File: src/rtl/sbhs_pkg.sv
// Package: shared types, constants and codes for the sorted bucket hash set.
`default_nettype none
package sbhs_pkg;
    localparam int BUCKETS = 16384;
    localparam int SLOTS = 8;
    localparam int BUCKET_W = $clog2(BUCKETS);
    localparam int SLOT_W = $clog2(SLOTS);
    localparam int FILL_W = $clog2(SLOTS + 1);
    localparam int ADDR_W = BUCKET_W + SLOT_W;
    localparam int DEPTH = BUCKETS * SLOTS;
    localparam logic [31:0] BUCKET_LAST = 32'(BUCKETS - 1);

    // length / (BUCKETS-1) as a multiply by a rounded-up reciprocal and a shift;
    // exact for every 32-bit length
    localparam int DIV_SHIFT = 32 + $clog2(BUCKETS - 1);
    localparam logic [63:0] DIV_RECIP =
        ((64'd1 << DIV_SHIFT) + 64'(BUCKETS - 2)) / 64'(BUCKETS - 1);

    localparam logic [2:0] ST_FOUND = 3'd0;
    localparam logic [2:0] ST_MISS = 3'd1;
    localparam logic [2:0] ST_INSERTED = 3'd2;
    localparam logic [2:0] ST_DUP = 3'd3;
    localparam logic [2:0] ST_FULL = 3'd4;

    localparam logic ACT_LOOKUP = 1'b0;
    localparam logic ACT_INSERT = 1'b1;

    typedef struct packed {
        logic action;
        logic [31:0] key;
        logic [31:0] value;
    } in_item_t;

    typedef struct packed {
        logic [2:0] status;
        logic [31:0] found_value;
    } out_item_t;

    typedef enum logic [3:0] {
        S_CLEAR, S_IDLE, S_DIV1, S_DIV2, S_HASH, S_FILLRD, S_FILLWAIT,
        S_SCANRD, S_SCANCHK, S_SHIFTRD, S_SHIFTWR, S_PLACE, S_DONE
    } state_t;

    typedef struct packed {
        logic clr_step;
        logic load;
        logic div1_start;
        logic div2_start;
        logic hash;
        logic fill_cap;
        logic scan_rd;
        logic scan_chk;
        logic shift_rd;
        logic shift_wr;
        logic place;
        logic out_load;
    } cmd_t;

    typedef struct packed {
        logic clr_done;
        logic div_busy;
        logic dir;
        logic scan_end;
        logic hit;
        logic larger;
        logic shift_done;
        logic full;
        logic is_insert;
    } sts_t;
endpackage
`default_nettype wire

File: src/rtl/sbhs_ctrl.sv
// Controller state machine for the hash set.
`default_nettype none
module sbhs_ctrl (
    input  wire logic           clk,
    input  wire logic           rst_n,
    input  wire logic           in_valid,
    output logic                in_ready,
    output logic                out_valid,
    input  wire logic           out_ready,
    input  wire sbhs_pkg::sts_t sts,
    output sbhs_pkg::cmd_t      cmd
);
    sbhs_pkg::state_t state_reg, state_next;
    logic out_valid_reg, out_valid_next;

    always_ff @(posedge clk or negedge rst_n)
    begin
        if (!rst_n)
        begin
            state_reg <= sbhs_pkg::S_CLEAR;
            out_valid_reg <= 1'b0;
        end
        else
        begin
            state_reg <= state_next;
            out_valid_reg <= out_valid_next;
        end
    end

    always_comb
    begin
        state_next = state_reg;
        cmd = '0;
        in_ready = 1'b0;
        out_valid_next = out_valid_reg;
        if (out_valid_reg && out_ready)
        begin
            out_valid_next = 1'b0;
        end
        case (state_reg)
            sbhs_pkg::S_CLEAR:
            begin
                cmd.clr_step = 1'b1;
                if (sts.clr_done)
                begin
                    state_next = sbhs_pkg::S_IDLE;
                end
            end
            sbhs_pkg::S_IDLE:
            begin
                in_ready = 1'b1;
                if (in_valid)
                begin
                    cmd.load = 1'b1;
                    state_next = sbhs_pkg::S_DIV1;
                end
            end
            sbhs_pkg::S_DIV1:
            begin
                if (sts.dir)
                begin
                    state_next = sbhs_pkg::S_HASH;
                end
                else
                begin
                    cmd.div1_start = 1'b1;
                    state_next = sbhs_pkg::S_DIV2;
                end
            end
            sbhs_pkg::S_DIV2:
            begin
                if (!sts.div_busy)
                begin
                    cmd.div2_start = 1'b1;
                    state_next = sbhs_pkg::S_HASH;
                end
            end
            sbhs_pkg::S_HASH:
            begin
                if (!sts.div_busy)
                begin
                    cmd.hash = 1'b1;
                    state_next = sbhs_pkg::S_FILLRD;
                end
            end
            sbhs_pkg::S_FILLRD:
            begin
                state_next = sbhs_pkg::S_FILLWAIT;
            end
            sbhs_pkg::S_FILLWAIT:
            begin
                cmd.fill_cap = 1'b1;
                state_next = sbhs_pkg::S_SCANRD;
            end
            sbhs_pkg::S_SCANRD:
            begin
                if (sts.scan_end)
                begin
                    if (!sts.is_insert || sts.full)
                    begin
                        state_next = sbhs_pkg::S_DONE;
                    end
                    else
                    begin
                        state_next = sbhs_pkg::S_SHIFTRD;
                    end
                end
                else
                begin
                    cmd.scan_rd = 1'b1;
                    state_next = sbhs_pkg::S_SCANCHK;
                end
            end
            sbhs_pkg::S_SCANCHK:
            begin
                cmd.scan_chk = 1'b1;
                if (sts.hit || (sts.larger && !sts.is_insert))
                begin
                    state_next = sbhs_pkg::S_DONE;
                end
                else if (sts.larger)
                begin
                    state_next = sts.full ? sbhs_pkg::S_DONE : sbhs_pkg::S_SHIFTRD;
                end
                else
                begin
                    state_next = sbhs_pkg::S_SCANRD;
                end
            end
            sbhs_pkg::S_SHIFTRD:
            begin
                if (sts.shift_done)
                begin
                    state_next = sbhs_pkg::S_PLACE;
                end
                else
                begin
                    cmd.shift_rd = 1'b1;
                    state_next = sbhs_pkg::S_SHIFTWR;
                end
            end
            sbhs_pkg::S_SHIFTWR:
            begin
                cmd.shift_wr = 1'b1;
                state_next = sbhs_pkg::S_SHIFTRD;
            end
            sbhs_pkg::S_PLACE:
            begin
                cmd.place = 1'b1;
                state_next = sbhs_pkg::S_DONE;
            end
            sbhs_pkg::S_DONE:
            begin
                if (!out_valid_reg || out_ready)
                begin
                    cmd.out_load = 1'b1;
                    out_valid_next = 1'b1;
                    state_next = sbhs_pkg::S_IDLE;
                end
            end
            default:
            begin
                state_next = sbhs_pkg::S_IDLE;
            end
        endcase
    end

    assign out_valid = out_valid_reg;

`ifndef ASSERT_OFF
    a_ready_idle: assert property (@(posedge clk) disable iff (!rst_n)
        in_ready |-> (state_reg == sbhs_pkg::S_IDLE))
        else $error("ready outside idle");
    a_load_next: assert property (@(posedge clk) disable iff (!rst_n)
        cmd.out_load |=> out_valid_reg)
        else $error("result not presented");
    a_no_overrun: assert property (@(posedge clk) disable iff (!rst_n)
        (out_valid_reg && !out_ready) |-> !cmd.out_load)
        else $error("result overwritten");
    a_shift_pair: assert property (@(posedge clk) disable iff (!rst_n)
        cmd.shift_rd |=> cmd.shift_wr)
        else $error("shift read without write");
`endif
endmodule
`default_nettype wire

File: config.mk
export PLATFORM = sky130hd
export DESIGN_NAME = sbhs_ctrl
export DESIGN_NICKNAME = d
export VERILOG_FILES = /design/src/rtl/sbhs_pkg.sv /design/src/rtl/sbhs_ctrl.sv
export SDC_FILE = /design/constraint.sdc
export NUM_CORES = 1
export LEC_CHECK = 0
export BUFFER_PORTS_ARGS = -buffer_cell sky130_fd_sc_hd__buf_2
export CORE_AREA = 2 2 42 44
export CTS_CLUSTER_DIAMETER = 200
export DETAILED_ROUTE_END_ITERATION = 16
export DIE_AREA = 0 0 44 46
export PLACE_DENSITY = 0.76
export SKIP_LAST_GASP = 1
export SLEW_MARGIN = 10
export SYNTH_ARGS = -nofsm -noshare
export SYNTH_HDL_FRONTEND = slang
export SYNTH_SLANG_ARGS = --single-unit
File: constraint.sdc
create_clock -name clk -period 1.65 [get_ports clk]
set_clock_uncertainty 0.15 [all_clocks]
set_input_delay 0.0825 -clock clk [delete_from_list [all_inputs] [get_ports clk]]
set_output_delay 0.0825 -clock clk [all_outputs]
set_load 0.005 [all_outputs]
==> flow_metrics.tcl, run 1 <==
set metrics [dict create \
    grt_pass1_wl_mm 3.06 \
    yosys.area.top_type "dfrtp_1" \
    worstSetupPathType "flop to flop" \
    cap_violations 0 \
    cts_buffers 3 \
    cts.sinks 5 \
    die-area_um2 2020 \
    antenna_found_initial 0 \
    fp.coreArea_um2 1610 \
    clkPwrFrac 0.079 \
    tightest_slew_ns 0.365 \
    combPwrFrac 0.780 \
    grt_max_degree 8 \
    dp_slack_ns -0.169 \
    area_growth_pct 73.5 \
    cp_max_fo 6 \
    leakage_nw 0.512 \
    vdd_ir_drop_max_uv 843 \
    timing.final.ws_setup_ns -0.181 \
    drtPass1Iterations 4 \
    io_pins 27 \
    n_fill_cell 151 \
    clk_pin_slew_worst_paths_ns 0.04 \
    final_cell_mix "buf_2, buf_4, nor2_1, buf_6, o21ai_0" \
    grt_util_met1 0.230 \
    vias 799 \
    dp_cells 131 \
    drt_iter0_drc 6 \
    p_sw_uw 756 \
    met2_usage 0.385 \
    rows 15 \
    crit_arrival_ns 1.80 \
    avgViaCountPerCell 5.55 \
    seqPwrFrac 0.141 \
    globalplace.congestion 0.828 \
    initial_core_util 0.365 \
    end_kind "flop" \
    post-route-util 0.633 \
    p_sw_frac 0.421 \
    holdCritPathClass "input pin to flop" \
    violations "negative setup slack" \
    fin_crit_ns 1.83 \
    cts_buffer_depth 2 \
    hold_viol_final 0 \
    wl_per_cell_um 14.9 \
    die_x_um 44 \
    yosysUniqueCellTypes 34 \
    p_int_mw 1.04 \
    slew_headroom 0.754 \
    cts_tree "done" \
    synth.cell_area_um2 589 \
    synthDominantCellAreaShare 0.212 \
    drc 0 \
    status "finished, violations left" \
    clk_latency_ns 0.24 \
    grt_pass1_vias 712 \
    avgSynthCellArea_um2 7.86 \
    port_buffers 26 \
    cts_htree_levels 1 \
    cp.required_ns 1.62 \
    rsz0062_at_grt "true" \
    syn_nets 88 \
    r2r_slack_ns -0.18 \
    layout_commonest_cell "buf_2" \
    busiest_layer "met2" \
    grt_usage 0.204 \
    netlist_instances 75 \
    clockRootBuffer "clkbuf_4" \
    total_power_mw 1.80 \
    tns_ns -0.890 \
    cp-start-kind "flop" \
    nets 141 \
    min_period_over_period 1.11 \
    seq_area_frac_synth 0.212 \
    synthTopCellsByArea "dfrtp_1, nand2b_1, o32ai_4, nor2_1, nor3_1" \
    largest_reg_flops 4 \
    final_antenna_net_count 0 \
    max_freq_mhz 546 \
    gr-total-overflow 0 \
    yosys_warnings 0 \
    setup_viol 10 \
    finalMaxSlewViolations 0 \
    hpwl_mm 1.51 \
    layout-drive-gt1-share 0.583 \
    power.density_nw_per_um2 1760 \
    met3_usage 0.0397 \
    synth_seq_cells 5 \
    fin_cells 144 \
    die_y_um 46 \
    antenna_cells 0 \
    wl_mm 2.15 \
]
power by group through the flow:
stage / sequential, mW / combinational, mW / clock, mW
after detailed placement: 0.256 / 1.07 / 0
after global placement: 0.250 / 1.04 / 0
after CTS: 0.255 / 1.15 / 0.147
final: 0.253 / 1.40 / 0.142
after global routing: 0.262 / 1.50 / 0.159
after floorplan: 0.220 / 0.680 / 0
kinds of logic (layout without fill, tap and decap cells):
family                 count (synthesis)  after routing  synth area share
AOI/OAI and AO/OA                     20             20             0.272
buffers and inverters                 11             63            0.0955
DFF                                    5              5             0.212
muxes                                  1              1            0.0255
and+or+nand+nor                       38             38             0.395
synth_stat cells, drive strengths merged:
cell	n
nand2b	5
a2bb2oi	1
o311ai	1
a21oi	4
nor3b	3
mux2	1
o2bb2ai	2
a32o	1
a22o	1
and3b	1
nor3	6
dfrtp	5
o32ai	1
or4	2
or2	1
a2111oi	1
or4b	2
and2	1
a211oi	1
o21ai	5
a21o	1
clkbuf	1
inv	5
nor2b	1
buf	5
nand2	4
nor4	3
nand4b	2
nor2	7
o211a	1
final timing paths:
path / depth (start not counted) / endpoint / start
setup / recovery: 4 / state_reg[0]$_DFFE_PN0P_ / state_reg[1]$_DFFE_PN0P_
hold / removal: 2 / state_reg[1]$_DFFE_PN0P_ / sts[7]
setup reg to reg: 4 / state_reg[0]$_DFFE_PN0P_ / state_reg[1]$_DFFE_PN0P_
hold reg to reg: 2 / out_valid$_DFF_PN0_ / out_valid$_DFF_PN0_
max in group asynchronous: 2 / state_reg[1]$_DFFE_PN0P_ / rst_n
min in group asynchronous: 2 / out_valid$_DFF_PN0_ / rst_n
timing repair:
item / in CTS / in global routing
endpoints found under the setup margin: 14 / 13
endpoints found under the hold margin: 5 / 0
hold buffers: 1 / 0
pin swaps: 1 / 4
gates cloned: 0 / 0
setup buffers: 2 / 6
resized for setup: 8 / 14
worst max-delay path, stage by stage (launching register included):
cell and delay [ns]:
dfrtp_2 0.44, or4b_4 0.57, o32ai_4 0.14, nor3_2 0.10, mux2_4 0.31
stage by stage:
step           instance area, um2  hold slack [ns]
2_1_floorplan                 593           -0.363
3_3_place_gp                  846           -0.248
3_5_place_dp                  846           -0.250
4_1_cts                       917          0.00292
5_1_grt                      1020           0.0344
6_report                     1020           0.0294
layer usage:
layer / share of wire / up-vias / wire length, um
met1: 0.39 / 372 / 841
met5: 0 / - / 0
met2: 0.54 / 31 / 1160
met4: 0.027 / 0 / 57
met3: 0.041 / 6 / 89
li1: - / 390 / -
area by class of cell:
class / instances / area [um2] / area share
multi-input combinational: 59 / 460 / 0.450
timing repair buffer: 54 / 365 / 0.357
clock buffer: 4 / 26.3 / 0.0257
inverter: 5 / 21.3 / 0.0208
sequential: 5 / 128 / 0.125
tap: 17 / 21.3 / 0.0208
(Power assumes the default switching activity.)
==> run 2: changes to the inputs <==
--- a/constraint.sdc
+++ b/constraint.sdc
@@ -4,2 +4,2 @@
 set_output_delay 0.0825 -clock clk [all_outputs]
-set_load 0.005 [all_outputs]
+set_load 0.1 [all_outputs]
==> run 2 against run 1 <==
The flow still finishes with violations (negative setup slack). Via count up 19%. Register-to-register slack worse by 0.12 ns. Critical path depth up 1. Combinational power up 94%. Sequential power up 5%. Flip-flop and latch count unchanged. Global-route usage up 15 points. Core utilization up 26 points. Sequential share of layout area down 3.2 points. Non-clock buffer count up 9. Maximum frequency down 6.6%. Largest power group unchanged.
==> flow_metrics.tcl, run 2 (synthesis results as in run 1) <==
set metrics [dict create \
    rows 15 \
    die-area_um2 2020 \
    avgViaCountPerCell 6.22 \
    timing.final.ws_setup_ns -0.312 \
    vias 952 \
    fp.coreArea_um2 1610 \
    clk_latency_ns 0.25 \
    cp.required_ns 1.42 \
    crit_slowest_cell "or4b_4" \
    area_growth_pct 146 \
    cts_buffers 3 \
    layout-drive-gt1-share 0.706 \
    leakage_nw 0.617 \
    cp-start-kind "flop" \
    cts_buffer_depth 2 \
    globalplace.congestion 0.875 \
    vdd_ir_drop_max_uv 1450 \
    crit_family "simple AND/OR/NAND/NOR gates" \
    clk_pin_slew_worst_paths_ns 0.05 \
    final_antenna_net_count 0 \
    cp_max_fo 2 \
    grt_pass1_vias 1016 \
    final_cell_mix "buf_4, buf_6, buf_2, buf_12, o21ai_0" \
    wl_per_cell_um 20.6 \
    cap_violations 0 \
    clockRootBuffer "clkbuf_4" \
    finalMaxSlewViolations 0 \
    grt_pass1_wl_mm 4.98 \
    max_freq_mhz 510 \
    port_buffers 26 \
    crit_arrival_ns 1.73 \
    drc 0 \
    cts_tree "done" \
    layout_commonest_cell "buf_4" \
    ff_latch_area_um2 134 \
    fin_crit_ns 1.96 \
    multiInputGateArea_um2 574 \
    antenna_found_initial 0 \
    drt_iter0_drc 49 \
    end_kind "output pin" \
    power.density_nw_per_um2 2160 \
    status "finished, violations left" \
    io_pins 27 \
    hold_viol_final 0 \
    grt_max_degree 10 \
    worstSetupPathType "flop to output pin" \
    largest_reg_flops 4 \
    wl_mm 3.15 \
    tightest_slew_ns 0.507 \
    slew_headroom 0.658 \
    min_period_over_period 1.19 \
    die_x_um 44 \
    setup_viol 17 \
    violations "negative setup slack" \
    gr-total-overflow 0 \
    die_y_um 46 \
    whs_ns 0.0291 \
    nets 150 \
    holdCritPathClass "input pin to async pin" \
    cp.buffers_inverters 3 \
    r2r_slack_ns -0.30 \
    grt_usage 0.358 \
    antenna_cells 0 \
    dp_slack_ns -0.212 \
    hpwl_mm 1.83 \
    path_cells "or4b_4 > buf_6 > clkinvlp_4 > and2_4 > buf_12" \
    rsz0062_at_grt "true" \
    drtPass1Iterations 4 \
    initial_core_util 0.365 \
    cts.sinks 5 \
    n_fill_cell 78 \
    crit_path_max_incr_delay_ns 0.55 \
    cts_htree_levels 1 \
]
-- run 2: cell types whose count changed in the layout (fill, tap and decap cells not counted), sizes merged --
cell / delta
buf: +9
clkinvlp: +1
inv: -1
-- run 2: worst paths after layout --
path | startpoint | end | cells after the start
setup / recovery | state_reg[2]$_DFFE_PN0P_ | cmd[10] | 5
hold / removal | rst_n | state_reg[2]$_DFFE_PN0P_ | 2
setup reg to reg | state_reg[2]$_DFFE_PN0P_ | state_reg[0]$_DFFE_PN0P_ | 5
hold reg to reg | state_reg[3]$_DFFE_PN0P_ | state_reg[3]$_DFFE_PN0P_ | 2
max in group asynchronous | rst_n | out_valid$_DFF_PN0_ | 2
min in group clk | sts[7] | state_reg[1]$_DFFE_PN0P_ | 2
-- run 2: area by class of cell --
type,count,area share
sequential,5,0.0924
tap,17,0.0147
multi-input combinational,59,0.396
timing repair buffer,63,0.459
clock buffer,4,0.0181
inverter,5,0.0190
-- run 2: power by group --
part	internal [mW]	switching, mW	leakage, nW
combinational	1.22	1.50	0.546
clock	0.0922	0.0617	0.0150
sequential	0.191	0.0734	0.0564
total	1.50	1.63	0.617
-- run 2: stage by stage --
stage / power [mW] / instances / TNS (ns) / area [um2] / util
after CTS: 3.02 / 153 / -2.54 / 1450 / 0.895
after floorplan: 1.67 / 75 / -2.31 / 741 / -
after global routing: 3.24 / 153 / -3.60 / 1450 / 0.898
final: 3.13 / 153 / -2.95 / 1450 / 0.898
after detailed placement: 2.46 / 139 / -0.801 / 1240 / 0.770
after global placement: 2.40 / 139 / -0.566 / 1240 / 0.770
-- run 2: worst reg2reg max path, stage by stage (launching register included) --
cell       delay (ns)
dfrtp_2          0.41
buf_4            0.18
buf_6            0.16
a2bb2oi_1        0.15
or4_1            0.51
mux2_4           0.27
-- run 2: routing by layer --
metal  track usage  vias up  share of wire
met5             0        -              0
met4         0.267        0          0.060
met3        0.0675       26          0.072
met2         0.600       65           0.49
met1         0.403      457           0.38
li1              -      404              -
-- run 2: repair_timing --
| action | in CTS | in global routing |
|---|---|---|
| hold buffers | 1 | 0 |
| hold endpoints to repair | 5 | 0 |
| buffers inserted | 9 | 0 |
| gates resized for setup | 30 | 1 |
| setup endpoints to repair | 17 | 17 |
| pin swaps | 11 | 3 |
